### src/design/sshdf_pkg.sv
// Shared types, constants and the CRC byte update for the SSH-1 packet deframer.
package sshdf_pkg;

   localparam int LENGTH_BITS = 19;
   localparam logic [7:0] DEBUG_TYPE = 8'd36;
   localparam logic [31:0] LEN_LIMIT = 32'((64'd1 << LENGTH_BITS) - 64'd1);
   localparam logic [31:0] MIN_LENGTH = 32'd5;
   localparam logic [LENGTH_BITS-1:0] HEADER_BYTES = LENGTH_BITS'(5);

   localparam logic [31:0] CRC_POLY_RESET = 32'hEDB8_8320;
   localparam logic [18:0] MAX_LENGTH_RESET = 19'(262144 + 8);

   localparam logic CSR_CRC_POLY = 1'b0;
   localparam logic CSR_MAX_LENGTH = 1'b1;

   localparam int FIFO_DEPTH = 4;
   localparam int FIFO_AW = $clog2(FIFO_DEPTH);

   typedef enum logic [1:0] {
      KIND_TYPE = 2'd0,
      KIND_DATA = 2'd1,
      KIND_STATUS = 2'd2
   } kind_type;

   typedef enum logic [2:0] {
      ST_OK = 3'd0,
      ST_BAD_CRC = 3'd1,
      ST_TOO_LARGE = 3'd2,
      ST_TOO_SMALL = 3'd3,
      ST_ILLEGAL_TYPE = 3'd4
   } status_type;

   typedef enum logic [2:0] {
      OP_PAD = 3'd0,
      OP_TYPE = 3'd1,
      OP_DATA = 3'd2,
      OP_CRC = 3'd3,
      OP_LEN_ERR = 3'd4
   } op_code_type;

   // one classified request handed from the parser to the back end
   typedef struct packed {
      op_code_type code;
      logic [7:0] data;
      logic crc_last;
      status_type status;
   } op_type;

   function automatic logic [31:0] crc_byte(input logic [31:0] crc, input logic [7:0] b,
                                            input logic [31:0] poly);
      logic [31:0] c;
      c = crc ^ {24'd0, b};
      for (int k = 0; k < 8; k++) begin
         if (c[0]) c = (c >> 1) ^ poly;
         else c = c >> 1;
      end
      return c;
   endfunction

endpackage

### src/design/sshdf_fifo.sv
// Small queue between the parser front end and the CRC back end.
module sshdf_fifo (
   input  logic clock,
   input  logic reset,
   input  logic push,
   input  sshdf_pkg::op_type push_op,
   output logic full,
   input  logic pop,
   output logic not_empty,
   output sshdf_pkg::op_type pop_op
);

   sshdf_pkg::op_type mem_ff [sshdf_pkg::FIFO_DEPTH];
   logic [sshdf_pkg::FIFO_AW-1:0] wr_ptr_ff, wr_ptr_in;
   logic [sshdf_pkg::FIFO_AW-1:0] rd_ptr_ff, rd_ptr_in;
   logic [sshdf_pkg::FIFO_AW:0] count_ff, count_in;
   logic do_push, do_pop;

   assign full = (count_ff == (sshdf_pkg::FIFO_AW+1)'(sshdf_pkg::FIFO_DEPTH));
   assign not_empty = (count_ff != '0);
   assign pop_op = mem_ff[rd_ptr_ff];
   assign do_push = push && !full;
   assign do_pop = pop && not_empty;

   always_comb begin
      wr_ptr_in = do_push ? wr_ptr_ff + 1'b1 : wr_ptr_ff;
      rd_ptr_in = do_pop ? rd_ptr_ff + 1'b1 : rd_ptr_ff;
      count_in = count_ff;
      if (do_push && !do_pop) count_in = count_ff + 1'b1;
      else if (!do_push && do_pop) count_in = count_ff - 1'b1;
   end

   always_ff @(posedge clock) begin
      if (do_push) mem_ff[wr_ptr_ff] <= push_op;
   end

   always_ff @(posedge clock) begin
      if (reset) begin
         wr_ptr_ff <= '0;
         rd_ptr_ff <= '0;
         count_ff <= '0;
      end else begin
         wr_ptr_ff <= wr_ptr_in;
         rd_ptr_ff <= rd_ptr_in;
         count_ff <= count_in;
      end
   end

endmodule

### src/design/sshdf_front.sv
// Front end: tracks the packet framing and classifies each received byte.
module sshdf_front (
   input  logic clock,
   input  logic reset,
   input  logic req_valid,
   output logic req_ready,
   input  logic [7:0] req_rx_byte,
   input  logic [18:0] max_length,
   input  logic fifo_full,
   output logic push,
   output sshdf_pkg::op_type push_op
);

   typedef enum logic [5:0] {
      PH_LEN = 6'b000001,
      PH_PAD = 6'b000010,
      PH_TYPE = 6'b000100,
      PH_DATA = 6'b001000,
      PH_CRC = 6'b010000,
      PH_HALT = 6'b100000
   } phase_type;

   localparam int LB = sshdf_pkg::LENGTH_BITS;

   phase_type phase_ff, phase_in;
   logic [LB-1:0] count_ff, count_in;
   logic [LB-1:0] wire_len_ff, wire_len_in;
   logic [LB-1:0] data_len_ff, data_len_in;
   logic [23:0] shift_ff, shift_in;
   logic [31:0] full_len;
   logic [LB-1:0] count_next;
   logic [3:0] pad_len;
   logic take;

   assign req_ready = !fifo_full;
   assign take = req_valid && req_ready;
   assign full_len = {shift_ff, req_rx_byte};
   assign count_next = count_ff + 1'b1;
   assign pad_len = 4'd8 - {1'b0, wire_len_ff[2:0]};

   always_comb begin
      phase_in = phase_ff;
      count_in = count_ff;
      wire_len_in = wire_len_ff;
      data_len_in = data_len_ff;
      shift_in = shift_ff;
      push = 1'b0;
      push_op.code = sshdf_pkg::OP_PAD;
      push_op.data = req_rx_byte;
      push_op.crc_last = 1'b0;
      push_op.status = sshdf_pkg::ST_OK;
      if (take) begin
         case (phase_ff)
            PH_LEN: begin
               if (count_ff < LB'(3)) begin
                  shift_in = {shift_ff[15:0], req_rx_byte};
                  count_in = count_next;
               end else if (full_len > {13'd0, max_length} ||
                            full_len > sshdf_pkg::LEN_LIMIT) begin
                  push = 1'b1;
                  push_op.code = sshdf_pkg::OP_LEN_ERR;
                  push_op.status = sshdf_pkg::ST_TOO_LARGE;
                  phase_in = PH_HALT;
               end else if (full_len < sshdf_pkg::MIN_LENGTH) begin
                  push = 1'b1;
                  push_op.code = sshdf_pkg::OP_LEN_ERR;
                  push_op.status = sshdf_pkg::ST_TOO_SMALL;
                  phase_in = PH_HALT;
               end else begin
                  wire_len_in = full_len[LB-1:0];
                  data_len_in = full_len[LB-1:0] - sshdf_pkg::HEADER_BYTES;
                  count_in = '0;
                  phase_in = PH_PAD;
               end
            end
            PH_PAD: begin
               push = 1'b1;
               push_op.code = sshdf_pkg::OP_PAD;
               if (count_next >= {{(LB-4){1'b0}}, pad_len}) begin
                  count_in = '0;
                  phase_in = PH_TYPE;
               end else begin
                  count_in = count_next;
               end
            end
            PH_TYPE: begin
               push = 1'b1;
               push_op.code = sshdf_pkg::OP_TYPE;
               count_in = '0;
               phase_in = (wire_len_ff > sshdf_pkg::HEADER_BYTES) ? PH_DATA : PH_CRC;
            end
            PH_DATA: begin
               push = 1'b1;
               push_op.code = sshdf_pkg::OP_DATA;
               if (count_next >= data_len_ff) begin
                  count_in = '0;
                  phase_in = PH_CRC;
               end else begin
                  count_in = count_next;
               end
            end
            PH_CRC: begin
               push = 1'b1;
               push_op.code = sshdf_pkg::OP_CRC;
               if (count_ff == LB'(3)) begin
                  push_op.crc_last = 1'b1;
                  count_in = '0;
                  shift_in = '0;
                  phase_in = PH_LEN;
               end else begin
                  count_in = count_next;
               end
            end
            PH_HALT: begin
               // dead until reset
            end
            default: begin
               phase_in = PH_HALT;
            end
         endcase
      end
   end

   always_ff @(posedge clock) begin
      if (reset) begin
         phase_ff <= PH_LEN;
         count_ff <= '0;
         shift_ff <= '0;
         wire_len_ff <= '0;
         data_len_ff <= '0;
      end else begin
         phase_ff <= phase_in;
         count_ff <= count_in;
         shift_ff <= shift_in;
         wire_len_ff <= wire_len_in;
         data_len_ff <= data_len_in;
      end
   end

endmodule

### src/design/sshdf_back.sv
// Back end: runs the CRC, checks it and drives the registered result channel.
module sshdf_back (
   input  logic clock,
   input  logic reset,
   input  logic [31:0] crc_poly,
   input  logic op_valid,
   input  sshdf_pkg::op_type op,
   output logic pop,
   output logic rsp_valid,
   input  logic rsp_ready,
   output logic [1:0] rsp_kind,
   output logic [7:0] rsp_out_byte,
   output logic [2:0] rsp_status,
   output logic rsp_last
);

   logic [31:0] crc_ff, crc_in;
   logic [23:0] recv_ff, recv_in;
   logic [7:0] type_ff, type_in;
   logic valid_ff, valid_in;
   sshdf_pkg::kind_type kind_ff, kind_in;
   logic [7:0] byte_ff, byte_in;
   sshdf_pkg::status_type status_ff, status_in;
   logic last_ff, last_in;
   logic [31:0] crc_upd;
   logic [31:0] recv_full;
   logic emit;

   assign pop = op_valid && (!valid_ff || rsp_ready);
   assign crc_upd = sshdf_pkg::crc_byte(crc_ff, op.data, crc_poly);
   assign recv_full = {recv_ff, op.data};

   always_comb begin
      crc_in = crc_ff;
      recv_in = recv_ff;
      type_in = type_ff;
      emit = 1'b0;
      kind_in = kind_ff;
      byte_in = 8'd0;
      status_in = sshdf_pkg::ST_OK;
      last_in = 1'b0;
      if (pop) begin
         case (op.code)
            sshdf_pkg::OP_PAD: begin
               crc_in = crc_upd;
            end
            sshdf_pkg::OP_TYPE: begin
               crc_in = crc_upd;
               type_in = op.data;
               if (op.data != sshdf_pkg::DEBUG_TYPE) begin
                  emit = 1'b1;
                  kind_in = sshdf_pkg::KIND_TYPE;
                  byte_in = op.data;
               end
            end
            sshdf_pkg::OP_DATA: begin
               crc_in = crc_upd;
               if (type_ff != sshdf_pkg::DEBUG_TYPE) begin
                  emit = 1'b1;
                  kind_in = sshdf_pkg::KIND_DATA;
                  byte_in = op.data;
               end
            end
            sshdf_pkg::OP_CRC: begin
               recv_in = recv_full[23:0];
               if (op.crc_last) begin
                  crc_in = '0;
                  recv_in = '0;
                  type_in = '0;
                  kind_in = sshdf_pkg::KIND_STATUS;
                  last_in = 1'b1;
                  // a bad CRC wins over debug and over type zero
                  if (recv_full != crc_ff) begin
                     emit = 1'b1;
                     status_in = sshdf_pkg::ST_BAD_CRC;
                  end else if (type_ff == 8'd0) begin
                     emit = 1'b1;
                     status_in = sshdf_pkg::ST_ILLEGAL_TYPE;
                  end else if (type_ff != sshdf_pkg::DEBUG_TYPE) begin
                     emit = 1'b1;
                  end
               end
            end
            sshdf_pkg::OP_LEN_ERR: begin
               emit = 1'b1;
               kind_in = sshdf_pkg::KIND_STATUS;
               status_in = op.status;
               last_in = 1'b1;
            end
            default: begin
            end
         endcase
      end
      valid_in = emit ? 1'b1 : (valid_ff && !rsp_ready);
   end

   always_ff @(posedge clock) begin
      if (reset) begin
         crc_ff <= '0;
         recv_ff <= '0;
         type_ff <= '0;
         valid_ff <= 1'b0;
      end else begin
         crc_ff <= crc_in;
         recv_ff <= recv_in;
         type_ff <= type_in;
         valid_ff <= valid_in;
      end
   end

   always_ff @(posedge clock) begin
      if (emit) begin
         kind_ff <= kind_in;
         byte_ff <= byte_in;
         status_ff <= status_in;
         last_ff <= last_in;
      end
   end

   assign rsp_valid = valid_ff;
   assign rsp_kind = kind_ff;
   assign rsp_out_byte = byte_ff;
   assign rsp_status = status_ff;
   assign rsp_last = last_ff;

endmodule

### src/design/ssh1_packet_deframer_crc_check_top.sv
// SSH-1 packet deframer with CRC-32 check: top level.
// Throughput: one received byte per cycle, sustained while results are taken.
// A byte's result passes through the queue and then the output register before it is valid.
// A four-entry queue between parser and CRC unit absorbs result-side stalls.
// Synchronous active-high reset returns to awaiting the length and restores
// the CRC polynomial and maximum length registers to their defaults.
module ssh1_packet_deframer_crc_check_top (
   input  logic clock,
   input  logic reset,
   input  logic req_valid,
   output logic req_ready,
   input  logic [7:0] req_rx_byte,
   output logic rsp_valid,
   input  logic rsp_ready,
   output logic [1:0] rsp_kind,
   output logic [7:0] rsp_out_byte,
   output logic [2:0] rsp_status,
   output logic rsp_last,
   input  logic csr_we,
   input  logic csr_index,
   input  logic [31:0] csr_wdata
);

   logic [31:0] crc_poly_ff;
   logic [18:0] max_length_ff;
   logic fifo_full, fifo_not_empty, push, pop;
   sshdf_pkg::op_type push_op, pop_op;

   always_ff @(posedge clock) begin
      if (reset) begin
         crc_poly_ff <= sshdf_pkg::CRC_POLY_RESET;
         max_length_ff <= sshdf_pkg::MAX_LENGTH_RESET;
      end else if (csr_we) begin
         case (csr_index)
            sshdf_pkg::CSR_CRC_POLY: crc_poly_ff <= csr_wdata;
            sshdf_pkg::CSR_MAX_LENGTH: max_length_ff <= csr_wdata[18:0];
            default: begin
            end
         endcase
      end
   end

   sshdf_front u_front (
      .clock(clock),
      .reset(reset),
      .req_valid(req_valid),
      .req_ready(req_ready),
      .req_rx_byte(req_rx_byte),
      .max_length(max_length_ff),
      .fifo_full(fifo_full),
      .push(push),
      .push_op(push_op)
   );

   sshdf_fifo u_fifo (
      .clock(clock),
      .reset(reset),
      .push(push),
      .push_op(push_op),
      .full(fifo_full),
      .pop(pop),
      .not_empty(fifo_not_empty),
      .pop_op(pop_op)
   );

   sshdf_back u_back (
      .clock(clock),
      .reset(reset),
      .crc_poly(crc_poly_ff),
      .op_valid(fifo_not_empty),
      .op(pop_op),
      .pop(pop),
      .rsp_valid(rsp_valid),
      .rsp_ready(rsp_ready),
      .rsp_kind(rsp_kind),
      .rsp_out_byte(rsp_out_byte),
      .rsp_status(rsp_status),
      .rsp_last(rsp_last)
   );

endmodule

### config.mk
export PLATFORM = sky130hd
export DESIGN_NAME = ssh1_packet_deframer_crc_check_top
export DESIGN_NICKNAME = d
export VERILOG_FILES = /design/src/design/sshdf_pkg.sv /design/src/design/sshdf_fifo.sv /design/src/design/sshdf_front.sv /design/src/design/sshdf_back.sv /design/src/design/ssh1_packet_deframer_crc_check_top.sv
export SDC_FILE = /design/constraint.sdc
export NUM_CORES = 1
export LEC_CHECK = 0
export ABC_AREA = 1
export BUFFER_PORTS_ARGS = -buffer_cell sky130_fd_sc_hd__buf_2
export CAP_MARGIN = 25
export CORE_ASPECT_RATIO = 0.7
export CORE_MARGIN = 2
export CORE_UTILIZATION = 60
export DETAILED_ROUTE_END_ITERATION = 16
export PLACE_DENSITY = 0.77
export RECOVER_POWER = 25
export SYNTH_ARGS = -nofsm -noshare
export SYNTH_HDL_FRONTEND = slang
export SYNTH_SLANG_ARGS = --single-unit
### constraint.sdc
create_clock -name clock -period 4.8 [get_ports clock]
set_input_delay 0.48 -clock clock [delete_from_list [all_inputs] [get_ports clock]]
set_output_delay 0.48 -clock clock [all_outputs]
set_load 0.05 [all_outputs]
======== Word-level counts from Yosys, hierarchy flattened ========
Memories as Yosys holds them, arrays and structs flattened. A register that Yosys moved wholly into a read port is not among the register bits.
Cells that the tools add are included.
cells by class
  bitwise logic cells ..................... 14
  $add $sub $neg .......................... 7
  reductions and logical operators ........ 35
  equality and inequality tests ........... 25
  magnitude comparators ................... 7
  multiplexer cells ....................... 75
operators by type and width
  kind                                                              number
  2-to-1 mux 32 bit                                                 9
  bitwise XOR 31 x 32 -> 32 bit                                     8
  2-to-1 mux 19 bit                                                 6
  case mux 19 bit (5 select lines)                                  1
  2-to-1 mux 24 bit                                                 3
  case mux 32 bit (2 select lines)                                  1
  case mux 24 bit (2 select lines)                                  1
  2-to-1 mux 3 bit                                                  12
  2-to-1 mux 6 bit                                                  6
  case mux 6 bit (6 select lines)                                   1
  greater-than comparator 32 x 19 -> 1 bit                          1
  greater-than comparator 32 x 19 -> 1 bit (second input constant)  1
  less-than comparator 32 x 3 -> 1 bit (second input constant)      1
  inequality test 32 bit                                            1
  case mux 8 bit (2 select lines)                                   2
  bitwise XOR 32 x 8 -> 32 bit                                      1
  2-to-1 mux 8 bit                                                  3
  adder 19 x 1 -> 19 bit (second input constant)                    1
  equality test 19 x 2 -> 1 bit (second input constant)             1
  >= comparator 19 bit                                              1
  >= comparator 19 x 4 -> 1 bit                                     1
  greater-than comparator 19 x 3 -> 1 bit (second input constant)   1
  less-than comparator 19 x 2 -> 1 bit (second input constant)      1
  subtractor 19 x 3 -> 19 bit (second input constant)               1
  43 further kinds                                                  98
storage, ports and cells
  input port bits ......................... 46
  memory bits (writable) .................. 60
  register bits ........................... 224
  logic and storage cells ................. 182
  memories ................................ 1
  output and inout bits ................... 16
memories
  memory         words  bits a word  read ports  clocked after memory_dff  wr ports  RTL line          RTL
  u_fifo.mem_ff  4      15           1           1                         1         sshdf_fifo.sv:13  sshdf_pkg::op_type mem_ff [sshdf_pkg::FIFO_DEPTH];

======== Depth between registers and ports, before layout ========
  depth in word-level cells ............... 18
  gate-level depth with buffers ........... 34
  depth with buffers taken out ............ 31

======== Modules after synthesis ========
A second synthesis with hierarchy kept.
unflattened totals
  cell total of the unflattened synthesis .. 2831
  area, all modules ....................... 19014.5 µm²
modules (own cells, without submodules)
  module                              area each (µm²)  seq. area each (µm²)  cells an instance  times used
  sshdf_back                          8493.1           1721.7                1491               1
  sshdf_front                         5784.3           1741.7                862                1
  sshdf_fifo                          2782.7           1981.9                214                1
  ssh1_packet_deframer_crc_check_top  1954.4           1021.0                264                1

======== Least setup slack after synthesis ========
No wires, ideal clock.
  kind .................................... input -> register
  start point ............................. in req_rx_byte[0]
  end point ............................... mem u_fifo.mem_ff[0][0] (netlist bit) (enable)
  data arrival time ....................... 3.156 ns
  cell stages on the path ................. 15
  required time ........................... 4.415 ns
  buffers on the path ..................... 0
  setup slack ............................. 1.260 ns
  setup time .............................. 0.385 ns
  path through ............................ inv_1 > ha_1 > o21ai_0 > nor2_1 > nand2_1 > or3_1 > nor3_1 > nand4_1 > nor2_1 > nand2_1 > nand2_1 > nand2_1 > a21oi_1 > inv_1 > nor2_1
between the ends
  cells in the longest elaborated chain, start to end .. 9
  elaborated cells between the ends (all ways) .. 12
  classes of those cells .................. order compare (3); mux (7); reduce/logical (2)
RTL lines
  element                                                             RTL line                                  RTL
  start: declaration                                                  ssh1_packet_deframer_crc_check_top.sv:12  input logic [7:0] req_rx_byte,
  less-than comparator 32 x 3 -> 1 bit, or another cell as far along  sshdf_front.sv:64                         end else if (full_len < sshdf_pkg::MIN_LENGTH) begin
  2-to-1 mux 1 bit / logical OR 1 bit (equally long branches)         sshdf_front.sv:64, sshdf_front.sv:58
  2-to-1 mux 1 bit (*)                                                sshdf_front.sv:58                         end else if (full_len > {13'd0, max_length} ||
  2-to-1 mux 1 bit (*)                                                sshdf_front.sv:55                         if (count_ff < LB'(3)) begin
  case mux 1 bit (2 select lines) (*)                                 sshdf_front.sv:53                         case (phase_ff)
  2-to-1 mux 1 bit (*)                                                sshdf_front.sv:52                         if (take) begin
  logical AND 1 bit (*)                                               sshdf_fifo.sv:22                          assign do_push = push && !full;
  net u_fifo.do_push                                                  sshdf_fifo.sv:17                          logic do_push, do_pop;
  2-to-1 mux 1 bit (*)                                                sshdf_fifo.sv:34                          if (do_push) mem_ff[wr_ptr_ff] <= push_op;
  2-to-1 mux 1 bit (not written as such) (*)                          sshdf_fifo.sv:34
  end: declaration                                                    sshdf_fifo.sv:13
Mark *: on every way through the listed nets, which the timed path passes. The rest lies on a longest branch.

==> flow_summary.ini <==
[timing]
whs_ns = 0.1279
max_freq_mhz = 223.0
tightestPinTransition_ns = 2.385
hold_viol = 0
finalClockSkew_ns = 0.01602
period_needed_ns = 4.484
worst_slack_ns = 0.3159
finalSetupTns_ns = 0
setup-violations-final = 0
maxSlewHeadroom_pct = -58.99
rsz0062_at_grt = false
drv_slew = 49
period_share_pct = 93.42

[route]
viasPerCell = 5.822
final_antenna_net_count = 0
drtIter0Drc = 2055
drt-wirelength-per-cell_um = 17.27
vias = 17730
drc = 0
wl_um = 52620
first_pass_iters = 6

[critical_path]
arrival_ns = 4.90
path_max_fanout = 33
setup.worst_path.class = reg2reg
start_kind = flip-flop
rr_endpoint = u_back.crc_ff[20]$_SDFFE_PP0P_
cp.required_ns = 5.21
critPathSlowestCell = buf_4
end_kind = flip-flop
worst-r2r-cell-count = 28
reg2reg_slack_ns = 0.32
cpPeakStageDelay_ns = 0.43
crit_end = u_back.crc_ff[20]$_SDFFE_PP0P_

[placement]
pre_cts_ws_ns = 0.3062
gp_congestion = 0.9307
hpwl_um = 37080
io_buffers = 61
dp_cells = 2988

[status]
outcome = finished with violations
violations = capacitance limit, slew limit

[synthesis]
synth_area_mm2 = 0.01792
ys_warn_count = 0
synth_top_family_by_area = simple AND/OR/NAND/NOR gates
ys_ff_latch = 282
synth_seq_area_share_pct = 35.40
yosys.area_share.adder_pct = 3.672
synth_compound_area_share_pct = 11.75
syn-num-nets = 2758
synth_area_per_cell_um2 = 6.739
yosys-mux-area-fraction_pct = 0
synth_xor_area_share_pct = 5.905
synth_cell_types = 49
netlist_instances = 2660
synth_edf_count = 70
ys.flop_type = dfxtp_1
async_flop_share_pct = 0
synth-simple-area-share_pct = 32.50

[floorplanning]
core_mm2 = 0.02915
die_w_um = 210.6
initial_core_util_pct = 61.50
rows = 52
io_pins = 62
die_area_mm2 = 0.03130
die_y_um = 148.6

[layout]
syn_to_final_growth_pct = 8.474
finalNonFillerCells = 3046
nNetsFinal = 2743
layout-drive-gt1-share_pct = 6.602

[hold_path]
hp-class = in2reg
holdPathStages = 3

[clock_tree]
clock-sinks = 282
clk_latency_ns = 0.57
ctsHoldBuffers = 0
clkTransAtPathRegs_ns = 0.07
numCtsBuffers = 29
clk_path_buf_depth = 3
htree_levels = 1
tritoncts = built
cts_root_buffer = clkbuf_16

[global_route]
grt_pass1_vias = 15830
grt_pass1_wl_um = 83370
grt_max_degree = 70
antenna_found_initial = 2
overflow = 0
grt_usage_pct = 33.26

[job]
drv_cap = 1
## worst min path at each step
stage / from / endpoint
after floorplan: u_front.wire_len_ff[14]$_SDFFE_PP0P_ / u_front.wire_len_ff[14]$_SDFFE_PP0P_
after global placement: u_front.wire_len_ff[16]$_SDFFE_PP0P_ / u_front.wire_len_ff[16]$_SDFFE_PP0P_
after detailed placement: u_front.wire_len_ff[16]$_SDFFE_PP0P_ / u_front.wire_len_ff[16]$_SDFFE_PP0P_
after CTS: csr_wdata[27] / crc_poly_ff[27]$_SDFFE_PP1P_
after global routing: csr_wdata[27] / crc_poly_ff[27]$_SDFFE_PP1P_
final: csr_wdata[30] / crc_poly_ff[30]$_SDFFE_PP1P_
## cell usage after synthesis (5+ instances only)
library cell	count	share of area [%]
nand2_1	726	15
inv_1	314	6.6
nand3_1	312	8.7
dfxtp_1	212	24
nor2_1	182	3.8
a21oi_1	178	5.0
o21ai_0	135	3.8
clkbuf_1	87	1.8
edfxtp_1	70	12
xor2_1	62	3.0
xnor2_1	57	2.8
ha_1	51	3.6
nand4_1	45	1.6
a211oi_1	29	1.2
buf_2	28	0.78
nor3_1	18	0.50
nor4_1	17	0.59
o22ai_1	17	0.59
buf_4	12	0.50
buf_6	10	0.63
inv_2	10	0.21
nand2_2	10	0.35
o211ai_1	10	0.42
buf_1	9	0.19
or2_2	8	0.28
nand3_2	6	0.34
o21bai_1	5	0.21
## worst max-delay path, delay by kind of cell (launching register included)
family                 cells  cell delay (ns)
AO/OA/AOI/OAI              1             0.08
AND/OR/NAND/NOR           21             2.70
buffers and inverters      6             1.13
flip-flops                 1             0.40
## area by class of cell
type / count / area (um^2)
Fill cell: 2566 / 9704
Sequential cell: 282 / 6346
Tap cell: 378 / 473.0
Clock buffer: 42 / 855.8
Inverter: 327 / 1227
Antenna cell: 2 / 5.005
Timing Repair Buffer: 99 / 605.6
Clock inverter: 10 / 202.7
Multi-Input combinational cell: 1906 / 9728
## flip-flops by register name (all words and copies together) (netlist names), 2 cells and up, named ones only
| name | count |
|---|---|
| u_fifo.count_ff | 3 |
| u_front.shift_ff | 24 |
| crc_poly_ff | 32 |
| u_back.rsp_status | 3 |
| u_back.type_ff | 8 |
| u_fifo.mem_ff | 56 |
| u_back.crc_ff | 32 |
| u_front.data_len_ff | 19 |
| u_back.rsp_out_byte | 8 |
| u_back.recv_ff | 24 |
| max_length_ff | 19 |
| u_front.wire_len_ff | 19 |
| u_fifo.rd_ptr_ff | 2 |
| u_front.phase_ff | 6 |
| u_front.count_ff | 19 |
| u_back.rsp_kind | 2 |
| u_fifo.wr_ptr_ff | 2 |
## stage by stage
| stage | utilization (%) | instance area, um^2 |
|---|---|---|
| 4_1_cts | 66.39 | 19350 |
| 5_1_grt | 66.70 | 19440 |
| 3_5_place_dp | 62.76 | 18290 |
| 3_3_place_gp | 62.76 | 18290 |
| 6_report | 66.71 | 19440 |
| 2_1_floorplan | - | 17920 |
## metal layers
layer / global-route usage, % / part of all wire, % / up-vias
met5: 0 / 0 / -
met4: 7.817 / 2.4 / 0
met3: 7.496 / 13 / 97
met2: 48.17 / 40 / 903
met1: 50.10 / 45 / 8122
li1: - / - / 8611
## placed cells by master (no fill, tap or decap), types with 3 or more instances in the layout
cell type    n
nand2_1    726
inv_1      314
nand3_1    312
dfxtp_1    212
nor2_1     180
a21oi_1    178
o21ai_0    135
edfxtp_1    70
xor2_1      62
xnor2_1     57
ha_1        51
nand4_1     45
buf_2       44
buf_4       33
clkbuf_16   30
a211oi_1    28
clkbuf_1    24
nor3_1      18
nor4_1      17
o22ai_1     17
inv_2       10
o211ai_1    10
or2_2        8
nand2_2      7
nand3_2      6
clkbuf_8     6
bufinv_16    6
o21bai_1     5
nand2_4      4
nand2_8      4
nor2_4       4
or3_1        3
a31oi_1      3
clkinv_1     3
clkinv_2     3
## logic make-up (layout without fill, tap and decap cells)
| family | Yosys count | count (layout) |
|---|---|---|
| XOR/XNOR | 120 | 120 |
| adder cells (fa/ha/maj) | 52 | 52 |
| AND/OR/NAND/NOR | 1346 | 1347 |
| buffers and inverters | 473 | 478 |
| other | 0 | 2 |
| AO/OA/AOI/OAI | 387 | 387 |
| flip-flops | 282 | 282 |
## what timing repair did
item,in CTS,in global routing
hold endpoints to repair,0,0
setup buffers,0,2
resized for setup,0,8
endpoints found under the setup margin,0,32
Power is left out: the tool's default activity adds up to more than one toggle a clock period on the data nets, which glitch-free logic cannot reach.
